===== src/hw/rtl/sida_pkg.sv =====
// Package: shared types and character codes for the signed decimal text unit.
package sida_pkg;

  localparam logic [6:0] CODE_MINUS = 7'd45;
  localparam logic [6:0] CODE_ZERO  = 7'd48;

  typedef enum logic [2:0] {
    ST_IDLE,
    ST_CONV,
    ST_SKIP,
    ST_SIGN,
    ST_EMIT
  } state_t;

  typedef struct packed {
    logic load;
    logic conv;
    logic shift;
  } bcd_ctrl_t;

endpackage


===== src/hw/rtl/sida_in_if.sv =====
// Interface: input channel carrying one signed integer per transaction.
interface sida_in_if #(
  parameter int VALUE_WIDTH = 32
);
  logic                   valid;
  logic                   ready;
  logic [VALUE_WIDTH-1:0] value;

  modport source (output valid, output value, input ready);
  modport sink   (input valid, input value, output ready);
endinterface


===== src/hw/rtl/sida_out_if.sv =====
// Interface: output channel carrying one ASCII character per transaction.
interface sida_out_if;
  logic       valid;
  logic       ready;
  logic [6:0] char_code;
  logic       last_char;

  modport source (output valid, output char_code, output last_char, input ready);
  modport sink   (input valid, input char_code, input last_char, output ready);
endinterface


===== src/hw/rtl/sida_bcd.sv =====
// Bit-serial double-dabble register: binary magnitude in, BCD digits out MSB first.
module sida_bcd #(
  parameter int VALUE_WIDTH = 32,
  parameter int NUM_DIGITS  = 10
) (
  input  logic                   clk,
  input  sida_pkg::bcd_ctrl_t    ctrl,
  input  logic [VALUE_WIDTH-1:0] load_mag,
  output logic [3:0]             top_digit
);
  import sida_pkg::*;

  localparam int BCD_W = 4 * NUM_DIGITS;

  logic [VALUE_WIDTH-1:0] mag;
  logic [BCD_W-1:0]       bcd;
  logic [BCD_W-1:0]       bcd_adj;

  always_comb begin
    for (int d = 0; d < NUM_DIGITS; d++) begin
      if (bcd[4*d +: 4] >= 4'd5) begin
        bcd_adj[4*d +: 4] = bcd[4*d +: 4] + 4'd3;
      end else begin
        bcd_adj[4*d +: 4] = bcd[4*d +: 4];
      end
    end
  end

  always_ff @(posedge clk) begin
    if (ctrl.load) begin
      mag <= load_mag;
      bcd <= '0;
    end else if (ctrl.conv) begin
      mag <= {mag[VALUE_WIDTH-2:0], 1'b0};
      bcd <= {bcd_adj[BCD_W-2:0], mag[VALUE_WIDTH-1]};
    end else if (ctrl.shift) begin
      bcd <= {bcd[BCD_W-5:0], 4'd0};
    end
  end

  assign top_digit = bcd[BCD_W-1 -: 4];

endmodule


===== src/hw/rtl/signed_int_to_decimal_ascii_unit.sv =====
// Top level: converts a signed integer to its decimal ASCII text, one character per transaction.
//
// Each accepted integer yields its decimal text, most significant character first, with a
// leading '-' for negative values, no leading zeros ('0' for zero), and last_char set on the
// final character. A new integer is accepted only when the previous one has been fully
// emitted. An item is accepted in ST_IDLE, then shifted through the bit-serial
// double-dabble register in ST_CONV; ST_SKIP then drops the leading zero digits of the
// NUM_DIGITS-digit BCD result and finds the first digit, ST_SIGN sends a minus sign for a
// negative value, and ST_EMIT sends the digits. The output side can stall ST_SIGN and
// ST_EMIT. The last character may still sit in the output register while the next integer
// is taken.
module signed_int_to_decimal_ascii_unit #(
  parameter int VALUE_WIDTH = 32
) (
  input  logic      clk,
  input  logic      rst,
  sida_in_if.sink   number,
  sida_out_if.source text
);
  import sida_pkg::*;

  localparam int NUM_DIGITS = (VALUE_WIDTH * 3) / 10 + 1;
  localparam int CNT_W      = $clog2(VALUE_WIDTH + 1);
  localparam int REM_W      = $clog2(NUM_DIGITS + 1);

  state_t           state, state_next;
  logic [CNT_W-1:0] cnt, cnt_next;
  logic [REM_W-1:0] rem, rem_next;
  logic             neg, neg_next;
  bcd_ctrl_t        ctrl;
  logic [3:0]       top_digit;
  logic [VALUE_WIDTH-1:0] load_mag;
  logic             out_free;
  logic             out_load;
  logic [6:0]       out_char;
  logic             out_last;

  assign load_mag = number.value[VALUE_WIDTH-1] ? (~number.value + 1'b1) : number.value;
  assign out_free = !text.valid || text.ready;
  assign number.ready = (state == ST_IDLE);

  sida_bcd #(
    .VALUE_WIDTH (VALUE_WIDTH),
    .NUM_DIGITS  (NUM_DIGITS)
  ) u_bcd (
    .clk       (clk),
    .ctrl      (ctrl),
    .load_mag  (load_mag),
    .top_digit (top_digit)
  );

  always_ff @(posedge clk) begin
    if (rst) begin
      state <= ST_IDLE;
      cnt   <= '0;
      rem   <= '0;
      neg   <= 1'b0;
    end else begin
      state <= state_next;
      cnt   <= cnt_next;
      rem   <= rem_next;
      neg   <= neg_next;
    end
  end

  always_comb begin
    state_next = state;
    cnt_next   = cnt;
    rem_next   = rem;
    neg_next   = neg;
    ctrl       = '0;
    out_load   = 1'b0;
    out_char   = CODE_ZERO + {3'd0, top_digit};
    out_last   = (rem == REM_W'(1));
    case (state)
      ST_IDLE: begin
        if (number.valid) begin
          ctrl.load  = 1'b1;
          neg_next   = number.value[VALUE_WIDTH-1];
          cnt_next   = CNT_W'(VALUE_WIDTH);
          state_next = ST_CONV;
        end
      end
      ST_CONV: begin
        ctrl.conv = 1'b1;
        cnt_next  = cnt - 1'b1;
        if (cnt == CNT_W'(1)) begin
          rem_next   = REM_W'(NUM_DIGITS);
          state_next = ST_SKIP;
        end
      end
      ST_SKIP: begin
        if (top_digit == 4'd0 && rem != REM_W'(1)) begin
          ctrl.shift = 1'b1;
          rem_next   = rem - 1'b1;
        end else begin
          state_next = neg ? ST_SIGN : ST_EMIT;
        end
      end
      ST_SIGN: begin
        out_char = CODE_MINUS;
        out_last = 1'b0;
        if (out_free) begin
          out_load   = 1'b1;
          state_next = ST_EMIT;
        end
      end
      ST_EMIT: begin
        if (out_free) begin
          out_load   = 1'b1;
          ctrl.shift = 1'b1;
          rem_next   = rem - 1'b1;
          if (rem == REM_W'(1)) begin
            state_next = ST_IDLE;
          end
        end
      end
      default: begin
        state_next = ST_IDLE;
      end
    endcase
  end

  always_ff @(posedge clk) begin
    if (rst) begin
      text.valid <= 1'b0;
    end else if (out_load) begin
      text.valid <= 1'b1;
    end else if (text.ready) begin
      text.valid <= 1'b0;
    end
  end

  always_ff @(posedge clk) begin
    if (out_load) begin
      text.char_code <= out_char;
      text.last_char <= out_last;
    end
  end

  // accepted integer always enters conversion
  a_accept_conv: assert property (@(posedge clk) disable iff (rst)
    (number.valid && number.ready) |=> (state == ST_CONV))
    else $error("accepted integer did not start conversion");

  // digit register holds a decimal digit once conversion is done
  a_digit_range: assert property (@(posedge clk) disable iff (rst)
    (state == ST_SKIP || state == ST_EMIT) |-> (top_digit <= 4'd9))
    else $error("BCD digit out of range");

  // digit count never runs out while characters remain
  a_rem_nonzero: assert property (@(posedge clk) disable iff (rst)
    (state == ST_SKIP || state == ST_SIGN || state == ST_EMIT) |-> (rem != '0))
    else $error("digit count exhausted");

  // minus sign is never the final character
  a_minus_not_last: assert property (@(posedge clk) disable iff (rst)
    (out_load && out_char == CODE_MINUS) |-> !out_last)
    else $error("minus sign flagged as last character");

  // final character returns the block to idle
  a_last_idle: assert property (@(posedge clk) disable iff (rst)
    (out_load && out_last) |=> (state == ST_IDLE))
    else $error("block not idle after final character");

endmodule


===== src/flat_wrapper.sv =====
// flat-port wrapper written by rule: the top's interface ports become plain ports
module signed_int_to_decimal_ascii_unit_flat import sida_pkg::*;
#(
  parameter int VALUE_WIDTH = 32
)
  (clk, rst, number_valid, number_value, number_ready, text_valid, text_char_code, text_last_char, text_ready);
  sida_in_if #(.VALUE_WIDTH(VALUE_WIDTH)) number_i ();
  sida_out_if text_i ();
  input  logic clk;
  input  logic rst;
  input wire logic [$bits(number_i.valid)-1:0] number_valid;
  input wire logic [$bits(number_i.value)-1:0] number_value;
  output wire logic [$bits(number_i.ready)-1:0] number_ready;
  output wire logic [$bits(text_i.valid)-1:0] text_valid;
  output wire logic [$bits(text_i.char_code)-1:0] text_char_code;
  output wire logic [$bits(text_i.last_char)-1:0] text_last_char;
  input wire logic [$bits(text_i.ready)-1:0] text_ready;
  assign number_i.valid = number_valid;
  assign number_i.value = number_value;
  assign number_ready = number_i.ready;
  assign text_valid = text_i.valid;
  assign text_char_code = text_i.char_code;
  assign text_last_char = text_i.last_char;
  assign text_i.ready = text_ready;
  signed_int_to_decimal_ascii_unit #(.VALUE_WIDTH(VALUE_WIDTH)) u_core (.clk(clk), .rst(rst), .number(number_i), .text(text_i));
endmodule

===== config.mk =====
export PLATFORM = sky130hd
export DESIGN_NAME = signed_int_to_decimal_ascii_unit_flat
export DESIGN_NICKNAME = d
export VERILOG_FILES = /design/src/hw/rtl/sida_pkg.sv /design/src/hw/rtl/sida_in_if.sv /design/src/hw/rtl/sida_out_if.sv /design/src/hw/rtl/sida_bcd.sv /design/src/hw/rtl/signed_int_to_decimal_ascii_unit.sv /design/src/flat_wrapper.sv
export SDC_FILE = /design/constraint.sdc
export NUM_CORES = 1
export LEC_CHECK = 0
export BUFFER_PORTS_ARGS = -buffer_cell sky130_fd_sc_hd__clkbuf_2
export CORE_MARGIN = 2
export CORE_UTILIZATION = 28
export DETAILED_ROUTE_END_ITERATION = 6
export GPL_TIMING_DRIVEN = 0
export PLACE_DENSITY = 0.44
export SLEW_MARGIN = 20
export SYNTH_ARGS = -nofsm -noshare
export SYNTH_HDL_FRONTEND = slang
export SYNTH_HIERARCHICAL = 1
export SYNTH_SLANG_ARGS = --single-unit

===== constraint.sdc =====
create_clock -name clk -period 2.8 [get_ports clk]
set_clock_uncertainty 0.05 [all_clocks]
set_input_delay 0.28 -clock clk [delete_from_list [all_inputs] [get_ports clk]]
set_output_delay 0.28 -clock clk [all_outputs]
set_load 0.01 [all_outputs]

### Word level (Yosys, flattened, before mapping)

Index checks and enable logic that the tools add are counted.

* flip-flop bits (word level): 95
* output and inout port bits: 10

* equal/unequal tests: 14
* $add $sub $neg: 14
* muxes and demuxes: 38
* reduce and logical (&&, ||, !) cells: 15
* bitwise gates (word level): 1
* magnitude comparators: 10

Operators with widths (number)
* 32-bit 2-to-1 mux: 3
* 40-bit 2-to-1 mux: 2
* 4-bit 2-to-1 mux: 12
* 4-bit by 3-bit greater-or-equal comparator with 1-bit output (second input constant): 10
* 4-bit by 2-bit adder with 4-bit output (second input constant): 9
* 32-bit by 1-bit adder with 32-bit output (second input constant): 1
* 32-bit NOT: 1
* 3-bit 2-to-1 mux: 8
* 3-bit one-hot mux with 5 select lines: 1
* 4-bit one-hot mux with 3 select lines: 1
* 6-bit one-hot mux with 2 select lines: 1
* 2-bit by 1-bit != test with 1-bit output (second input constant): 5
* 1-bit 2-to-1 mux: 8
* 2-bit nonzero test: 4
* 6-bit by 4-bit adder with 7-bit output (first input constant): 1
* 3-bit by 2-bit == test with 1-bit output (second input constant): 2
* 6-bit by 1-bit == test with 1-bit output (second input constant): 1
* 6-bit 2-to-1 mux: 1
* 6-bit AND reduction: 1
* 6-bit by 1-bit subtractor with 6-bit output (second input constant): 1
* 4-bit by 1-bit == test with 1-bit output (second input constant): 1
* 4-bit zero test: 1
* 2-bit != test (second input constant): 2
* 4-bit by 1-bit != test with 1-bit output (second input constant): 1
* 13 further kinds: 14

### Longest topological paths before layout

Gate-level depths: netlist of run 1.

* word-level depth: 6
* mapped depth: 10
* mapped depth without buffers: 8

### Hierarchy

The synthesis of run 1 kept the hierarchy.

Modules (own cells, without submodules)
* sida_bcd: cells an instance 386, times used 1, sequential area each 1761.7 um^2, area an instance 4042.6 um^2
* signed_int_to_decimal_ascii_unit: cells an instance 224, times used 1, sequential area each 480.5 um^2, area an instance 1880.6 um^2

### Least setup slack after synthesis of run 1

No wires, ideal clock.

* path type: register to register
* start: reg u_core.state[1]
* end: reg u_core.u_bcd.mag[0], enable pin
* setup time: 377 ps
* cell stages (with the launch flop): 9
* clock period less this slack: 2389 ps
* slack: 411 ps
* buffers on the path: 3
* arrival time: 1962 ps
* cell sequence: dfxtp_1 > buf_2 > nor3_1 > nand2_1 > inv_1 > buf_2 > nor2_4 > inv_2 > buf_2

RTL lines
* start, declared: line signed_int_to_decimal_ascii_unit.sv:26 `state_t state, state_next;`
* start signal, assigned: line signed_int_to_decimal_ascii_unit.sv:59 `state <= state_next;`
* end signal, assigned: line sida_bcd.sv:31 `mag <= load_mag;`
* end signal, assigned: line sida_bcd.sv:34 `mag <= {mag[VALUE_WIDTH-2:0], 1'b0};`
* end, declared: line sida_bcd.sv:15 `logic [VALUE_WIDTH-1:0] mag;`

==> out/summary.txt, run 1 <==
status: finished clean
CTS root buffer: clkbuf_16
async set or reset register ratio after synthesis: 0%
Longest Clk Path Bufs: 2
commonest register cell after synthesis: dfxtp_1
Die W: 149 um
RD Place Congestion: 0.805
initial antenna violation count: 0
Clock Sinks: 93
core footprint: 0.0209 mm2
r2r startpoint: u_core/u_bcd/bcd[36]
syn_nets: 671
die area: 0.0223 mm2
number of synthesized flops with an enable pin: 38
WP data arrival: 2.86 ns
Yosys warning total: 6
total track usage: 14.8%
Final setup violation count: 0
PwrDens: 1010 mW/mm2
largest net degree at the start of global routing: 42
max_slew headroom: 50.4%
clock-pin slew on the worst setup and hold paths: 0.07 ns
nets: 725
Hold Startpoint: rst
Detailed Route Iter0 Violations: 329
P&R area growth vs syn: 15.5%
Worst-Skew Late Latency: 0.35 ns
H-tree depth: 3
post-synth top area cell: edfxtp_1
Syn Area/Cell: 9.71 um2
Max Cap Violations: 0
Final ANT Viol Nets: 0
antenna cells: 0
final setup margin: 0.148 ns
data required time at the worst endpoint: 3.01 ns
Final Hold Viols: 0
gr ovfl total: 0
crit end category: register
Post-CTS Setup Repair Bufs: 0
Fin Hold WS: 0.135 ns
Min-Delay Path Depth: 2
unrepaired setup endpoints after global routing: no
Critical Path Start Type: register
reg2reg setup slack: 0.15 ns
Hold Crit Class: input port to register
1st-pass router iterations: 5
CTS tree: built
top cell type's share of synthesized area: 19.3%
WHS Endpoint: u_core/state[0]
dpl hpwl: 10900 um
FP Rows: 53
Vias/cell: 5.12
cell depth of the worst flop-to-flop path: 8
total CTS buffers: 9
FF-to-FF End: u_core/u_bcd/bcd[8]
Fmax: 0.377 GHz
share of post-route cells with drive strength above 1: 17.9%
WL final: 15900 um
IO Pins: 46
Commonest cells post-synth: 55 x dfxtp_1, 46 x a21oi_1, 44 x nor2_1, 38 x edfxtp_1, 37 x mux2_1
Synth Register Bits: 93
Starting Density: 28.4%
global-route wire length before repair: 25800 um
top post-synthesis cells by area: edfxtp_1 19%, dfxtp_1 19%, mux2_1 7.0%
leakage power: 2.36 nW
Setup CP Type: register to register
Syn Std Cell Area: 0.00592 mm2
via count: 4837
Die Span Y: 149 um
worst slew pin tran: 0.744 ns
worst vdd ir: 0.000324 V
dpl ws: -0.214 ns
drt wl/cell: 16.8 um
drc violations: 0
vias in the first global route: 4837
period utilization: 94.7%
PortBufs: 43
synth unique cells: 67
setup TNS: 0 ns
most common cell in the netlist: dfxtp_1
CP max FO: 10
Final min period: 2.65 ns
gate count after technology mapping: 610
Final Max Tran Viols: 0
post-synthesis sequential area ratio: 37.9%
-- area by class of cell --
cell class,instances,area (um2)
Clock inverter,7,121
Inverter,30,113
Timing Repair Buffer,43,215
Fill cell,2153,14000
Buffer,39,230
Multi-Input combinational cell,448,3350
Sequential cell,93,2240
Tap cell,275,344
Clock buffer,9,225
-- report_power, final --
part	internal (mW)	switching (mW)
Combinational	1.18	1.89
Clock	0.879	0.571
Sequential	2.06	0.351
Total	4.12	2.81
-- layout by cell type, fill, tap and decap left out, drive strengths merged, types with 29 or more instances in the layout --
cell / synthesis / final
mux2: 37 / 37
edfxtp: 38 / 38
a21oi: 46 / 46
nand2: 36 / 36
xnor2: 29 / 29
o21ai: 32 / 32
buf: 29 / 29
clkbuf: 10 / 62
dfxtp: 55 / 55
nor2: 45 / 45
inv: 30 / 32
-- kinds of logic (layout without fill, tap and decap cells) --
logic type      count (synthesis)  in the layout  synth area share [%]
compound gates                152            152                  17.7
xor+xnor                       29             29                  4.29
fa+ha+maj                      25             25                  5.28
buf+inv                        69            128                  5.62
flops                          93             93                  37.9
mux                            51             51                  9.40
other cells                     2              2                 0.127
simple gates                  189            189                  19.8
-- through the flow --
stage / power, mW / cells / cell area, um2 / util [%]
floorplan: 4.53 / 610 / 5920 / -
global placement: 5.41 / 928 / 6480 / 31.0
detailed placement: 5.50 / 928 / 6480 / 31.0
CTS: 6.99 / 944 / 6840 / 32.7
global route: 7.46 / 944 / 6840 / 32.8
finish: 6.93 / 944 / 6840 / 32.8
-- routing by layer --
layer	GRT usage (%)	wire, um	up-vias
li1	-	-	2374
met1	20.0	7680	2333
met2	23.9	7260	108
met3	2.10	628	22
met4	6.05	325	0
met5	0	0	-
-- flip-flops by register name, indices dropped and copies added, names as in the netlist --
signal	count
u_core/state	3
u_core/text.valid	1
u_core/neg	1
u_core/u_bcd/mag	32
u_core/text.last_char	1
u_core/u_bcd/bcd	40
u_core/text.char_code	5
u_core/rem	4
u_core/cnt	6
-- worst max-delay path: stages (launching register included) --
cell      delay, ns
dfxtp_1        0.35
buf_4          0.15
nor4_2         0.38
nand3_1        0.24
a21oi_2        0.41
buf_4          0.28
buf_2          0.33
a211oi_1       0.13
a211oi_1       0.24
-- how the worst max path moves through the flow --
stage	from	endpoint	slack, ns	cells past startpoint
final	u_core/u_bcd/bcd[36]	u_core/u_bcd/bcd[8]	0.15	8
after global routing	u_core/u_bcd/bcd[36]	u_core/u_bcd/bcd[39]	0.02	8
after CTS	u_core/state[2]	u_core/u_bcd/bcd[0]	0.09	8
after detailed placement	u_core/state[2]	u_core/u_bcd/bcd[30]	-0.21	9
after global placement	u_core/state[2]	u_core/u_bcd/bcd[30]	-0.07	9
after floorplan	u_core/state[1]	u_core/u_bcd/mag[0]	0.41	8
-- repair_timing --
item / CTS / global route
resized for setup: 2 / 7
setup endpoints to repair: 45 / 51
hold buffers: 0 / 0
pin swaps: 0 / 0
No activity file was read; power rests on OpenSTA's default activity.
==> inputs of run 2 (changes only) <==
Settings changed: ABC_AREA set to 0, CORE_UTILIZATION 28 to 44, PLACE_DENSITY 0.44 to 0.63.
==> out/summary.txt, run 2 (synthesized netlist as in run 1, its figures left out) <==
period utilization: 92.8% (-1.9 points)
Final Hold Viols: 0 (unchanged)
nets: 725 (unchanged)
H-tree depth: 3 (unchanged)
crit end category: register
largest net degree at the start of global routing: 42 (unchanged)
total track usage: 20.7% (+5.9 points)
FILL cells: 1231 (-43%)
max_slew headroom: 55.7% (+5.3 points)
Clock Sinks: 93 (unchanged)
Fin Hold WS: 0.122 ns (-0.0134 ns)
IO Pins: 46 (unchanged)
total CTS buffers: 9 (unchanged)
die area: 0.0144 mm2 (-35%)
initial antenna violation count: 0 (unchanged)
CTS tree: built
WP data arrival: 2.54 ns (-0.32 ns)
unrepaired setup endpoints after global routing: no
core footprint: 0.0132 mm2 (-37%)
PwrDens: 992 mW/mm2 (-2.1%)
worst slew pin tran: 0.664 ns (-0.0795 ns)
Slowest cell on crit path: buf_4
Max Cap Violations: 0 (unchanged)
critical path's top delay family: buffers and inverters
Final Max Tran Viols: 0 (unchanged)
share of post-route cells with drive strength above 1: 17.8% (-0.15 points)
worst vdd ir: 0.000430 V (+33%)
gr ovfl total: 0 (unchanged)
most frequent cells in the layout: 55 x dfxtp_1, 46 x clkbuf_2, 45 x a21oi_1
sequential power share: 36.5% (+1.7 points)
status: finished clean
Gate power share: 45.9% (+1.7 points)
CTS root buffer: clkbuf_16
1st-pass router iterations: 6 (+1)
CP cell instances: clkbuf_1 > nor3_1 > nand2_1 > inv_1 > buf_2 > nor2_4 > inv_2 > buf_4
Worst-Skew Late Latency: 0.35 ns (about the same)
drt wl/cell: 16.8 um (-0.14%)
Finished Layout Cells: 845 (-10%)
Vias/cell: 5.80 (+13%)
Die W: 120 um (-20%)
commonest non-fill, non-tap cell in the layout: dfxtp_1
Critical Path Start Type: register
Post-CTS Setup Repair Bufs: 0 (unchanged)
Min-Delay Path Depth: 2 (unchanged)
max FFs per register: 40 (unchanged)
FF-to-FF End: u_core/u_bcd/mag[23]
Die Span Y: 120 um (-20%)
P&R area growth vs syn: 12.3%
sw frac: 41.6% (+1.0 points)
dpl hpwl: 9970 um (-8.4%)
RD Place Congestion: 0.870 (+8.0%)
Setup CP Type: register to register
Detailed Route Iter0 Violations: 446 (+36%)
antenna cells: 0 (unchanged)
Fmax: 0.385 GHz (+2.1%)
PortBufs: 43 (unchanged)
Final min period: 2.60 ns (-0.0545 ns)
via count: 4897 (+1.2%)
CP Buf/Inv Count: 5 (+2)
Final ANT Viol Nets: 0 (unchanged)
hold-fix buffers at CTS: 0 (unchanged)
Psw: 2.74 mW (-2.4%)
vias in the first global route: 4889 (+1.1%)
Longest Clk Path Bufs: 2 (unchanged)
clock-pin slew on the worst setup and hold paths: 0.07 ns (about the same)
leakage power: 2.34 nW (-1.2%)
largest register by flop count: u_core/u_bcd/bcd
WHS Endpoint: u_core/state[0]
r2r startpoint: u_core/state[2]
Internal: 3.85 mW (-6.4%)
drc violations: 0 (unchanged)
FP Rows: 42 (-21%)
global-route wire length before repair: 23800 um (-7.8%)
Hold Crit Class: input port to register
Hold Startpoint: rst
placed cells: 829 (-11%)
Top Registers: u_core/u_bcd/bcd: 40 flops, u_core/u_bcd/mag: 32 flops, u_core/cnt: 6 flops
CP max stage delay: 0.49 ns (+0.08 ns)
WL final: 14200 um (-11%)
data required time at the worst endpoint: 2.74 ns (-0.27 ns)
CP max FO: 41 (+31)
Clock Power Share: 17.6% (-3.3 points)
Starting Density: 44.9% (+17 points)
reg2reg setup slack: 0.20 ns (+0.05 ns)
cell depth of the worst flop-to-flop path: 8 (unchanged)
Final setup violation count: 0 (unchanged)
run 2: cell types whose count changed in the layout (fill, tap and decap cells not counted), sizes merged:
| cell | before | now |
|---|---|---|
| clkinvlp | 1 | 0 |
| bufinv | 3 | 0 |
| inv | 32 | 33 |
| clkinv | 1 | 3 |
| clkbuf | 62 | 63 |
run 2: per-stage QoR:
stage / utilization [%] / TNS, ns / instance area, um2 / total power, mW / setup slack, ns
finish: 50.4 / 0 / 6650 / 6.60 / 0.202
global route: 50.4 / 0 / 6650 / 7.07 / 0.0757
CTS: 50.3 / 0 / 6640 / 6.60 / 0.116
detailed placement: 48.2 / -3.16 / 6360 / 5.41 / -0.104
global placement: 48.2 / -0.144 / 6360 / 5.30 / -0.0456
floorplan: - / 0 / 5920 / 4.53 / 0.411
run 2: repair_timing:
item	CTS	global route
endpoints found under the setup margin	43	12
gates resized for setup	2	7
hold endpoints to repair	0	0
run 2: worst max path at each step:
stage,from,cells past startpoint,endpoint,slack [ns]
2_1_floorplan,u_core/state[1],8,u_core/u_bcd/mag[0],0.41
3_3_place_gp,u_core/u_bcd/bcd[36],8,u_core/u_bcd/bcd[8],-0.05
3_5_place_dp,u_core/state[2],9,u_core/u_bcd/bcd[37],-0.10
4_1_cts,u_core/state[2],8,u_core/u_bcd/bcd[0],0.12
5_1_grt,u_core/state[2],9,u_core/u_bcd/bcd[33],0.08
6_report,u_core/state[2],8,u_core/u_bcd/mag[23],0.20
run 2: power by group through the flow:
stage                     Clock (mW)  Combinational, mW  Sequential, mW
after floorplan                    0               2.21            2.32
after global placement             0               2.88            2.41
after detailed placement           0               2.98            2.43
after CTS                       1.20               3.00            2.40
after global routing            1.24               3.36            2.47
final                           1.16               3.03            2.41
run 2: layout make-up:
class	instances	area, um2	share of cell area [%]
flip-flops and latches	93	2240	33.7
well taps	176	220	3.31
clock inverters	6	46.3	0.696
clock buffers	10	229	3.44
multi-input cells	448	3360	50.5
inverters	30	113	1.69
plain buffers	39	226	3.40
repair buffers	43	215	3.24
run 2: metal layers:
metal  vias to the layer above  track usage, %  wire (um)
met5                         -               0          0
met4                         0            9.26        286
met3                        21            3.18        767
met2                       147            34.6       6810
met1                      2347            26.4       6350
li1                       2382               -          -
